`src/rtl/pds_pkg.sv`:
```
// Shared types, constants and scan-step logic for the description pragma scanner.
// No dependencies; used by pragma_description_scanner_core.
package pds_pkg;

   localparam int PENDING_DEPTH_DEFAULT = 16;

   localparam logic [3:0] KW_LEN = 4'd7;   // "#pragma"
   localparam logic [3:0] DS_LEN = 4'd11;  // "description"

   localparam logic [7:0] CHAR_TAB   = 8'h09;
   localparam logic [7:0] CHAR_LF    = 8'h0A;
   localparam logic [7:0] CHAR_CR    = 8'h0D;
   localparam logic [7:0] CHAR_SPACE = 8'h20;
   localparam logic [7:0] CHAR_STAR  = 8'h2A;
   localparam logic [7:0] CHAR_SLASH = 8'h2F;
   localparam logic [7:0] CHAR_NUL   = 8'h00;

   typedef struct packed {
      logic [7:0] text_byte;
      logic       end_mark;
   } req_type;

   typedef struct packed {
      logic [7:0] arg_byte;
      logic       closing;
      logic       found;
      logic       truncated;
   } rsp_type;

   typedef enum logic [3:0] {
      PH_SKIP,
      PH_SLASH,
      PH_LC_REST,
      PH_LC_ENDS,
      PH_POSTC,
      PH_BLK,
      PH_BLK_STAR,
      PH_KW,
      PH_PR_SP,
      PH_DS,
      PH_DS_SP,
      PH_ML_REST,
      PH_ML_ENDS,
      PH_ARG,
      PH_DONE
   } phase_type;

   typedef enum logic [1:0] {
      CTL_RUN,
      CTL_CLOSE,
      CTL_FLUSH,
      CTL_LAST
   } ctl_type;

   typedef struct packed {
      phase_type  phase;
      logic [3:0] kwpos;
      logic       again;
   } step_type;

   function automatic logic is_ws(logic [7:0] c);
      return (c == CHAR_SPACE) || ((c >= CHAR_TAB) && (c <= CHAR_CR));
   endfunction

   function automatic logic is_line_end(logic [7:0] c);
      return (c == CHAR_CR) || (c == CHAR_LF);
   endfunction

   function automatic logic is_sp_tab(logic [7:0] c);
      return (c == CHAR_SPACE) || (c == CHAR_TAB);
   endfunction

   // "#pragma"
   function automatic logic [7:0] kw_char(logic [3:0] pos);
      logic [7:0] r;
      case (pos)
         4'd0: r = 8'h23;
         4'd1: r = 8'h70;
         4'd2: r = 8'h72;
         4'd3: r = 8'h61;
         4'd4: r = 8'h67;
         4'd5: r = 8'h6D;
         4'd6: r = 8'h61;
         default: r = 8'h00;
      endcase
      return r;
   endfunction

   // "description"
   function automatic logic [7:0] ds_char(logic [3:0] pos);
      logic [7:0] r;
      case (pos)
         4'd0:  r = 8'h64;
         4'd1:  r = 8'h65;
         4'd2:  r = 8'h73;
         4'd3:  r = 8'h63;
         4'd4:  r = 8'h72;
         4'd5:  r = 8'h69;
         4'd6:  r = 8'h70;
         4'd7:  r = 8'h74;
         4'd8:  r = 8'h69;
         4'd9:  r = 8'h6F;
         4'd10: r = 8'h6E;
         default: r = 8'h00;
      endcase
      return r;
   endfunction

   // A miss on the first byte after the spaces skips that byte even if it ends the line.
   function automatic phase_type keyword_miss(logic [3:0] pos, logic [7:0] c);
      return ((pos == 4'd0) || !is_line_end(c)) ? PH_ML_REST : PH_ML_ENDS;
   endfunction

   // One pass of the skip/keyword machine; again asks for a re-dispatch on the same byte.
   function automatic step_type scan_step(phase_type ph, logic [3:0] pos, logic [7:0] c);
      step_type r;
      r.phase = ph;
      r.kwpos = pos;
      r.again = 1'b0;
      case (ph)
         PH_SKIP: begin
            if (c == CHAR_SLASH) begin
               r.phase = PH_SLASH;
            end else if (!is_ws(c)) begin
               r.phase = PH_KW;
               r.kwpos = 4'd0;
               r.again = 1'b1;
            end
         end
         PH_SLASH: begin
            if (c == CHAR_SLASH) begin
               r.phase = PH_LC_REST;
            end else if (c == CHAR_STAR) begin
               r.phase = PH_BLK;
            end else begin
               r.phase = PH_POSTC;
               r.again = 1'b1;
            end
         end
         PH_LC_REST: begin
            if (is_line_end(c)) r.phase = PH_LC_ENDS;
         end
         PH_LC_ENDS: begin
            if (!is_line_end(c)) begin
               r.phase = PH_POSTC;
               r.again = 1'b1;
            end
         end
         PH_POSTC: begin
            if (is_ws(c)) begin
               r.phase = PH_SKIP;
            end else begin
               r.phase = PH_KW;
               r.kwpos = 4'd0;
               r.again = 1'b1;
            end
         end
         PH_BLK: begin
            if (c == CHAR_STAR) r.phase = PH_BLK_STAR;
         end
         PH_BLK_STAR: begin
            if (c == CHAR_SLASH) begin
               r.phase = PH_POSTC;
            end else if (c != CHAR_STAR) begin
               r.phase = PH_BLK;
            end
         end
         PH_KW: begin
            if (pos < KW_LEN) begin
               if (c == kw_char(pos)) r.kwpos = pos + 4'd1;
               else r.phase = keyword_miss(pos, c);
            end else if (is_sp_tab(c)) begin
               r.phase = PH_PR_SP;
            end else begin
               r.phase = keyword_miss(pos, c);
            end
         end
         PH_PR_SP: begin
            if (!is_sp_tab(c)) begin
               r.phase = PH_DS;
               r.kwpos = 4'd0;
               r.again = 1'b1;
            end
         end
         PH_DS: begin
            if (pos < DS_LEN) begin
               if (c == ds_char(pos)) r.kwpos = pos + 4'd1;
               else r.phase = keyword_miss(pos, c);
            end else if (is_sp_tab(c)) begin
               r.phase = PH_DS_SP;
            end else begin
               r.phase = keyword_miss(pos, c);
            end
         end
         PH_ML_REST: begin
            if (is_line_end(c)) r.phase = PH_ML_ENDS;
         end
         PH_ML_ENDS: begin
            if (!is_line_end(c)) begin
               r.phase = PH_SKIP;
               r.again = 1'b1;
            end
         end
         PH_DS_SP, PH_ARG, PH_DONE: begin
            r.phase = ph;
         end
         default: begin
            r.phase = PH_SKIP;
            r.again = 1'b1;
         end
      endcase
      return r;
   endfunction

endpackage

```
`src/rtl/pds_ram.sv`:
```
// Generic single-port-write, single-port-read RAM with registered read data.
// No dependencies; holds the scanner's held whitespace bytes.
module pds_ram #(
   parameter int WIDTH = 8,
   parameter int DEPTH = 16,
   localparam int AW = (DEPTH > 1) ? $clog2(DEPTH) : 1
) (
   input  logic             clock,
   input  logic             wr_en,
   input  logic [AW-1:0]    wr_addr,
   input  logic [WIDTH-1:0] wr_data,
   input  logic             rd_en,
   input  logic [AW-1:0]    rd_addr,
   output logic [WIDTH-1:0] rd_data
);

   logic [WIDTH-1:0] mem_ff [DEPTH];
   logic [WIDTH-1:0] rd_data_ff;

   always_ff @(posedge clock) begin
      if (wr_en) mem_ff[wr_addr] <= wr_data;
      // hold read data while no read is issued
      if (rd_en) rd_data_ff <= mem_ff[rd_addr];
   end

   assign rd_data = rd_data_ff;

endmodule

```
`src/rtl/pragma_description_scanner_core.sv`:
```
// Channel | Direction | Handshake             | Payload
// req     | in        | req_valid / req_stall | req_type (text_byte, end_mark)
// rsp     | out       | rsp_valid / rsp_stall | rsp_type (arg_byte, closing, found, truncated)
//
// One byte per cycle while the output is not stalled and no flush or close is pending.
// An argument byte that releases held whitespace bytes starts the first RAM read in its
// transfer cycle; then each held byte is output in turn, and then the byte itself.
// A line end straight after the spaces behind "description" is output as a byte, then a close.
// Reset is synchronous and clears control state only; the held-byte RAM is not cleared,
// since an entry is read only after it has been written.
// A stalled result holds the output register, and the input stalls until it can load.
//
// Top level of the description pragma scanner; depends on pds_pkg and pds_ram.
module pragma_description_scanner_core #(
   parameter int PENDING_DEPTH = pds_pkg::PENDING_DEPTH_DEFAULT
) (
   input  logic             clock,
   input  logic             reset,
   input  logic             req_valid,
   output logic             req_stall,
   input  pds_pkg::req_type req_data,
   output logic             rsp_valid,
   input  logic             rsp_stall,
   output pds_pkg::rsp_type rsp_data
);
   import pds_pkg::*;

   localparam int AW = (PENDING_DEPTH > 1) ? $clog2(PENDING_DEPTH) : 1;
   localparam int CW = $clog2(PENDING_DEPTH + 1);

   phase_type   phase_ff, phase_in;
   logic [3:0]  kwpos_ff, kwpos_in;
   logic [CW-1:0] count_ff, count_in;
   logic        overflow_ff, overflow_in;
   ctl_type     ctl_ff, ctl_in;
   logic [AW-1:0] idx_ff, idx_in;
   logic [7:0]  held_ff, held_in;
   logic        rsp_valid_ff, rsp_valid_in;
   rsp_type     rsp_data_ff, rsp_data_in;

   logic        can_load;
   logic        load;
   rsp_type     load_data;
   logic        wr_en;
   logic        rd_en;
   logic [AW-1:0] rd_addr;
   logic [7:0]  rd_data;
   logic [7:0]  c;
   logic        endm;
   step_type    st;

   pds_ram #(
      .WIDTH(8),
      .DEPTH(PENDING_DEPTH)
   ) u_pending_ram (
      .clock   (clock),
      .wr_en   (wr_en),
      .wr_addr (count_ff[AW-1:0]),
      .wr_data (c),
      .rd_en   (rd_en),
      .rd_addr (rd_addr),
      .rd_data (rd_data)
   );

   assign c        = req_data.text_byte;
   assign endm     = req_data.end_mark;
   assign can_load = !rsp_valid_ff || !rsp_stall;

   always_comb begin
      phase_in    = phase_ff;
      kwpos_in    = kwpos_ff;
      count_in    = count_ff;
      overflow_in = overflow_ff;
      ctl_in      = ctl_ff;
      idx_in      = idx_ff;
      held_in     = held_ff;
      req_stall   = 1'b1;
      load        = 1'b0;
      load_data   = '0;
      wr_en       = 1'b0;
      rd_en       = 1'b0;
      rd_addr     = idx_ff;

      // skip/keyword chain: at most three passes on one byte
      st.phase = phase_ff;
      st.kwpos = kwpos_ff;
      st.again = 1'b1;
      for (int k = 0; k < 3; k++) begin
         if (st.again) st = scan_step(st.phase, st.kwpos, c);
      end

      case (ctl_ff)
         CTL_RUN: begin
            req_stall = !can_load;
            if (req_valid && can_load) begin
               if (phase_ff == PH_DONE) begin
                  if (endm) begin
                     phase_in    = PH_SKIP;
                     kwpos_in    = 4'd0;
                     count_in    = '0;
                     overflow_in = 1'b0;
                  end
               end else if (endm || (c == CHAR_NUL)) begin
                  load                = 1'b1;
                  load_data.closing   = 1'b1;
                  load_data.found     = (phase_ff == PH_ARG);
                  load_data.truncated = overflow_ff;
                  if (endm) begin
                     phase_in    = PH_SKIP;
                     kwpos_in    = 4'd0;
                     count_in    = '0;
                     overflow_in = 1'b0;
                  end else begin
                     phase_in = PH_DONE;
                  end
               end else begin
                  case (phase_ff)
                     PH_DS_SP: begin
                        if (!is_sp_tab(c)) begin
                           load               = 1'b1;
                           load_data.arg_byte = c;
                           if (is_line_end(c)) begin
                              phase_in = PH_DONE;
                              ctl_in   = CTL_CLOSE;
                           end else begin
                              phase_in = PH_ARG;
                              count_in = '0;
                           end
                        end
                     end
                     PH_ARG: begin
                        if (is_line_end(c)) begin
                           load                = 1'b1;
                           load_data.closing   = 1'b1;
                           load_data.found     = 1'b1;
                           load_data.truncated = overflow_ff;
                           phase_in            = PH_DONE;
                        end else if (is_ws(c)) begin
                           if (count_ff < CW'(PENDING_DEPTH)) begin
                              wr_en    = 1'b1;
                              count_in = count_ff + CW'(1);
                           end else begin
                              overflow_in = 1'b1;
                           end
                        end else if (count_ff == '0) begin
                           load               = 1'b1;
                           load_data.arg_byte = c;
                        end else begin
                           // release held whitespace first, then this byte
                           held_in = c;
                           rd_en   = 1'b1;
                           rd_addr = '0;
                           idx_in  = '0;
                           ctl_in  = CTL_FLUSH;
                        end
                     end
                     default: begin
                        phase_in = st.phase;
                        kwpos_in = st.kwpos;
                     end
                  endcase
               end
            end
         end
         CTL_CLOSE: begin
            if (can_load) begin
               load                = 1'b1;
               load_data.closing   = 1'b1;
               load_data.found     = 1'b1;
               load_data.truncated = overflow_ff;
               ctl_in              = CTL_RUN;
            end
         end
         CTL_FLUSH: begin
            if (can_load) begin
               load               = 1'b1;
               load_data.arg_byte = rd_data;
               if ((CW'(idx_ff) + CW'(1)) == count_ff) begin
                  ctl_in = CTL_LAST;
               end else begin
                  rd_en   = 1'b1;
                  rd_addr = idx_ff + AW'(1);
                  idx_in  = idx_ff + AW'(1);
               end
            end
         end
         CTL_LAST: begin
            if (can_load) begin
               load               = 1'b1;
               load_data.arg_byte = held_ff;
               count_in           = '0;
               ctl_in             = CTL_RUN;
            end
         end
         default: begin
            ctl_in = CTL_RUN;
         end
      endcase

      rsp_valid_in = load ? 1'b1 : (rsp_valid_ff && rsp_stall);
      rsp_data_in  = load ? load_data : rsp_data_ff;
   end

   always_ff @(posedge clock) begin
      if (reset) begin
         phase_ff     <= PH_SKIP;
         kwpos_ff     <= 4'd0;
         count_ff     <= '0;
         overflow_ff  <= 1'b0;
         ctl_ff       <= CTL_RUN;
         rsp_valid_ff <= 1'b0;
      end else begin
         phase_ff     <= phase_in;
         kwpos_ff     <= kwpos_in;
         count_ff     <= count_in;
         overflow_ff  <= overflow_in;
         ctl_ff       <= ctl_in;
         rsp_valid_ff <= rsp_valid_in;
      end
   end

   always_ff @(posedge clock) begin
      idx_ff      <= idx_in;
      held_ff     <= held_in;
      rsp_data_ff <= rsp_data_in;
   end

   assign rsp_valid = rsp_valid_ff;
   assign rsp_data  = rsp_data_ff;

   a_busy_stalls_input: assert property (@(posedge clock) disable iff (reset)
      (ctl_ff != CTL_RUN) |-> req_stall)
      else $error("input taken while a flush or close is pending");

   a_flush_has_bytes: assert property (@(posedge clock) disable iff (reset)
      (ctl_ff == CTL_FLUSH) |-> ((count_ff != '0) && ((CW'(idx_ff)) < count_ff)))
      else $error("flush index outside held bytes");

   a_count_in_range: assert property (@(posedge clock) disable iff (reset)
      count_ff <= CW'(PENDING_DEPTH))
      else $error("held byte count beyond buffer depth");

   a_close_ends_search: assert property (@(posedge clock) disable iff (reset)
      (ctl_ff == CTL_CLOSE) |-> (phase_ff == PH_DONE))
      else $error("close pending while search still active");

endmodule
```
`config.mk`:
```
export PLATFORM = sky130hd
export DESIGN_NAME = pragma_description_scanner_core
export DESIGN_NICKNAME = d
export VERILOG_FILES = /design/src/rtl/pds_pkg.sv /design/src/rtl/pds_ram.sv /design/src/rtl/pragma_description_scanner_core.sv
export SDC_FILE = /design/constraint.sdc
export NUM_CORES = 1
export LEC_CHECK = 0
export BUFFER_PORTS_ARGS = -buffer_cell sky130_fd_sc_hd__buf_2
export CORE_ASPECT_RATIO = 1.2
export CORE_UTILIZATION = 27
export DETAILED_ROUTE_END_ITERATION = 6
export GPL_ROUTABILITY_DRIVEN = 0
export MAX_ROUTING_LAYER = met4
export PLACE_DENSITY = 0.51
export SETUP_SLACK_MARGIN = 0.5
export SYNTH_ARGS = -nofsm -noshare
export SYNTH_HDL_FRONTEND = slang
export SYNTH_SLANG_ARGS = --single-unit
```
`constraint.sdc`:
```
create_clock -name clock -period 15.2 [get_ports clock]
set_clock_uncertainty 0.1 [all_clocks]
set_input_delay 0.76 -clock clock [delete_from_list [all_inputs] [get_ports clock]]
set_output_delay 0.76 -clock clock [all_outputs]
set_load 0.005 [all_outputs]
```
==> out/metrics.cfg <==
[sta]
timing.final.hold_violations = 0
rsz0062_at_grt = false
report.final.setup_viol = 0
whs_ps = 369
finalCritPeriodShare_pct = 57.8
min_period_ps = 8780
setup-tns-final_ps = 0
tightestPinTransition_ps = 1200
number_of_pins_exceeding_their_max_slew_limit_in_the_final_report = 0
timing.slew.headroom_pct = 19.5
timing.final.ws_setup_ps = 6420
f_max_mhz = 114

[drt]
wl_per_cell_microns = 19.7
final_antenna_net_count = 0
avgViaCountPerCell = 5.39
vias = 8069
drc = 0
detail_route.first_pass.iterations = 6
detailedRoute.firstIterationViolations = 675
postRouteWirelength_microns = 29400

[placed_design]
pre_cts_slack_ps = 6210
post-place-cells = 1466
dp_hpwl_microns = 19300
port_buffers = 25

[clock_network]
number_of_cts_inserted_buffers = 17
hold_buffers = 0
cts_htree_levels = 4
cts.repair_timing.setup_buffer_count = 0
ctsResizeCount = 0
root_buffer = sky130_fd_sc_hd__clkbuf_16
clk_pin_slew_worst_paths_ps = 70
tritoncts_clock_tree = done
total_clock_sinks = 182
worstSkewPairLatency_ps = 440
clock_path_buffers = 2

[global_route]
antenna_violations_before_repair = 0
via_count_of_the_first_global_routing_pass = 8029
gr-total-overflow = 0
first_pass_grt_wire_length_microns = 45500
pin_count_of_the_biggest_net_entering_global_routing = 66
grt_usage_pct = 15.7

[synthesis]
synth-seq-area-share_pct = 50.4
synth_nets = 1051
synth.area.top_cells = sky130_fd_sc_hd__edfxtp_1 45%, sky130_fd_sc_hd__dfxtp_1 5.2%, sky130_fd_sc_hd__nand2_1 4.5%, sky130_fd_sc_hd__a211oi_1 3.6%, sky130_fd_sc_hd__nor2_1 3.3%
synthDominantAreaCellType = sky130_fd_sc_hd__edfxtp_1
synth-async-reset-ratio_pct = 0
netlist-cell-type-count = 99
yosys_warnings = 0
commonest_register_cell_after_synthesis = sky130_fd_sc_hd__edfxtp_1
synth_edf_count = 155
yosysTopAreaCellShare_pct = 45.1
synthCells = 1014
synth_seq_cells = 182
syn-cell-area_sq_mm = 0.0103
synth_area_per_cell_sq_um = 10.2

[cells_and_area]
combined_area_of_the_multi_input_logic_cells_sq_mm = 0.00465
num-fill-cells = 3917
area.growth.synth_to_final_pct = 10.2
final_net_count = 1042
sequential_cell_area_sq_mm = 0.00519
stdcell_count = 1496
final_cell_mix = 155 x sky130_fd_sc_hd__edfxtp_1, 124 x sky130_fd_sc_hd__nand2_1, 90 x sky130_fd_sc_hd__nor2_1
n_antenna_cell = 0
most_frequent_standard_cell_in_the_layout_excluding_fill_and_tap_cells = sky130_fd_sc_hd__edfxtp_1
drive_above_1_share_pct = 10.2

[floorplan]
placement_rows = 78
io_pins = 26
floorplan.initialDensity_pct = 27.3
core_area_sq_mm = 0.0378
fp.dieArea_sq_mm = 0.0390
fp.dieW_microns = 180
floorplan.die.height_microns = 216

[critical_path]
cpPeakStageDelay_ps = 530
timing.critical_path.arrival_ps = 9020
timing.critical_path.slowest_stage_cell = sky130_fd_sc_hd__or4_1
timing.critical_path.to_type = register
startpoint_type = register
worstPathMaxFanout = 12
critical_path_class = reg -> reg
worst_path_most_repeated_cell = sky130_fd_sc_hd__inv_1
cp.required_ps = 15440

[power_and_ir_drop]
power.density_mw_per_mm2 = 92.9
total_design_power_w = 0.00106
worst_supply_voltage_drop_on_vdd_uv = 81.0
power_leakage_nw = 3.82

[worst_hold_path]
min_path_type = reg -> reg

[job]
max_cap_viol_count = 0

[outcome]
outcome = finished, final reports clean

[path summary, 6_finish.rpt]
kind | start | endpoint | slack (ps) | depth (start not counted)
hold reg to reg | overflow_ff$_SDFFE_PP0P_ | overflow_ff$_SDFFE_PP0P_ | 370 | 2
hold / removal | overflow_ff$_SDFFE_PP0P_ | overflow_ff$_SDFFE_PP0P_ | 370 | 2
setup reg to reg | kwpos_ff[0]$_SDFFE_PP0P_ | register | 6420 | 33
setup / recovery | kwpos_ff[0]$_SDFFE_PP0P_ | register | 6420 | 33
[state kept, by name, summed over array words and instances (netlist names), named ones only]
signal and flops:
idx_ff 4, overflow_ff 1, kwpos_ff 4, count_ff 5, held_ff 8, u_pending_ram.mem_ff 128, phase_ff 4, u_pending_ram.rd_data 8
ctl_ff 2, rsp_data 11, rsp_valid 1
[power breakdown]
group,switching [W],internal [W]
registers,0.00000451,0.000542
logic,0.0000575,0.0000282
clock network,0.000197,0.000226
[cells by family after synthesis]
logic type | count (synthesis) | synth area share (%)
adders and majority gates | 25 | 3.02
buffers and inverters | 106 | 4.71
and+or+nand+nor | 387 | 18.9
muxes | 9 | 0.885
DFF | 182 | 50.4
AOI/OAI and AO/OA | 286 | 20.5
xor gates and xnor gates | 19 | 1.61
[critical path, delay by kind of cell, from the launching register on]
family | cells | cell delay (ps)
multiplexers | 1 | 50
buffers and inverters | 5 | 580
AND/OR/NAND/NOR | 8 | 2540
adder cells (fa/ha/maj) | 4 | 1140
AO/OA/AOI/OAI | 15 | 3870
flip-flops | 1 | 390
[per-stage QoR]
stage          util, %  cell area [sq um]
2_1_floorplan        -              10300
6_report          30.1              11400
4_1_cts           30.1              11400
3_5_place_dp      28.7              10800
3_3_place_gp      28.7              10800
5_1_grt           30.1              11400
[layout make-up]
cell class | count | area share, %
clock buffers | 17 | 3.74
clock inverters | 13 | 1.10
inverters | 40 | 1.34
multi-input cells | 726 | 40.9
flip-flops and latches | 182 | 45.7
well taps | 480 | 5.28
repair buffers | 38 | 1.96
[cells in the mapped netlist, types with 14 or more instances]
cell type and count:
sky130_fd_sc_hd__clkbuf_1 44, sky130_fd_sc_hd__nor2_1 91, sky130_fd_sc_hd__ha_1 24, sky130_fd_sc_hd__a211oi_1 50, sky130_fd_sc_hd__and2_1 30, sky130_fd_sc_hd__nand2_1 124, sky130_fd_sc_hd__nor3_1 26, sky130_fd_sc_hd__o21ai_0 31
sky130_fd_sc_hd__xnor2_1 14, sky130_fd_sc_hd__dfxtp_1 27, sky130_fd_sc_hd__a31oi_1 26, sky130_fd_sc_hd__a21oi_1 49, sky130_fd_sc_hd__edfxtp_1 155, sky130_fd_sc_hd__inv_1 37, sky130_fd_sc_hd__a311oi_1 19, sky130_fd_sc_hd__nand3_1 18
[layer usage]
| layer | vias to the layer above | track usage [%] | wire (microns) | share of wire, % |
|---|---|---|---|---|
| met1 | 3994 | 17.6 | 12300 | 42 |
| met4 | 0 | 6.95 | 850 | 2.9 |
| met5 | - | - | 0 | 0 |
| met3 | 47 | 2.13 | 930 | 3.2 |
| li1 | 3827 | - | - | - |
| met2 | 201 | 27.7 | 15300 | 52 |
Note: power is estimated with default switching activity, not from simulation.
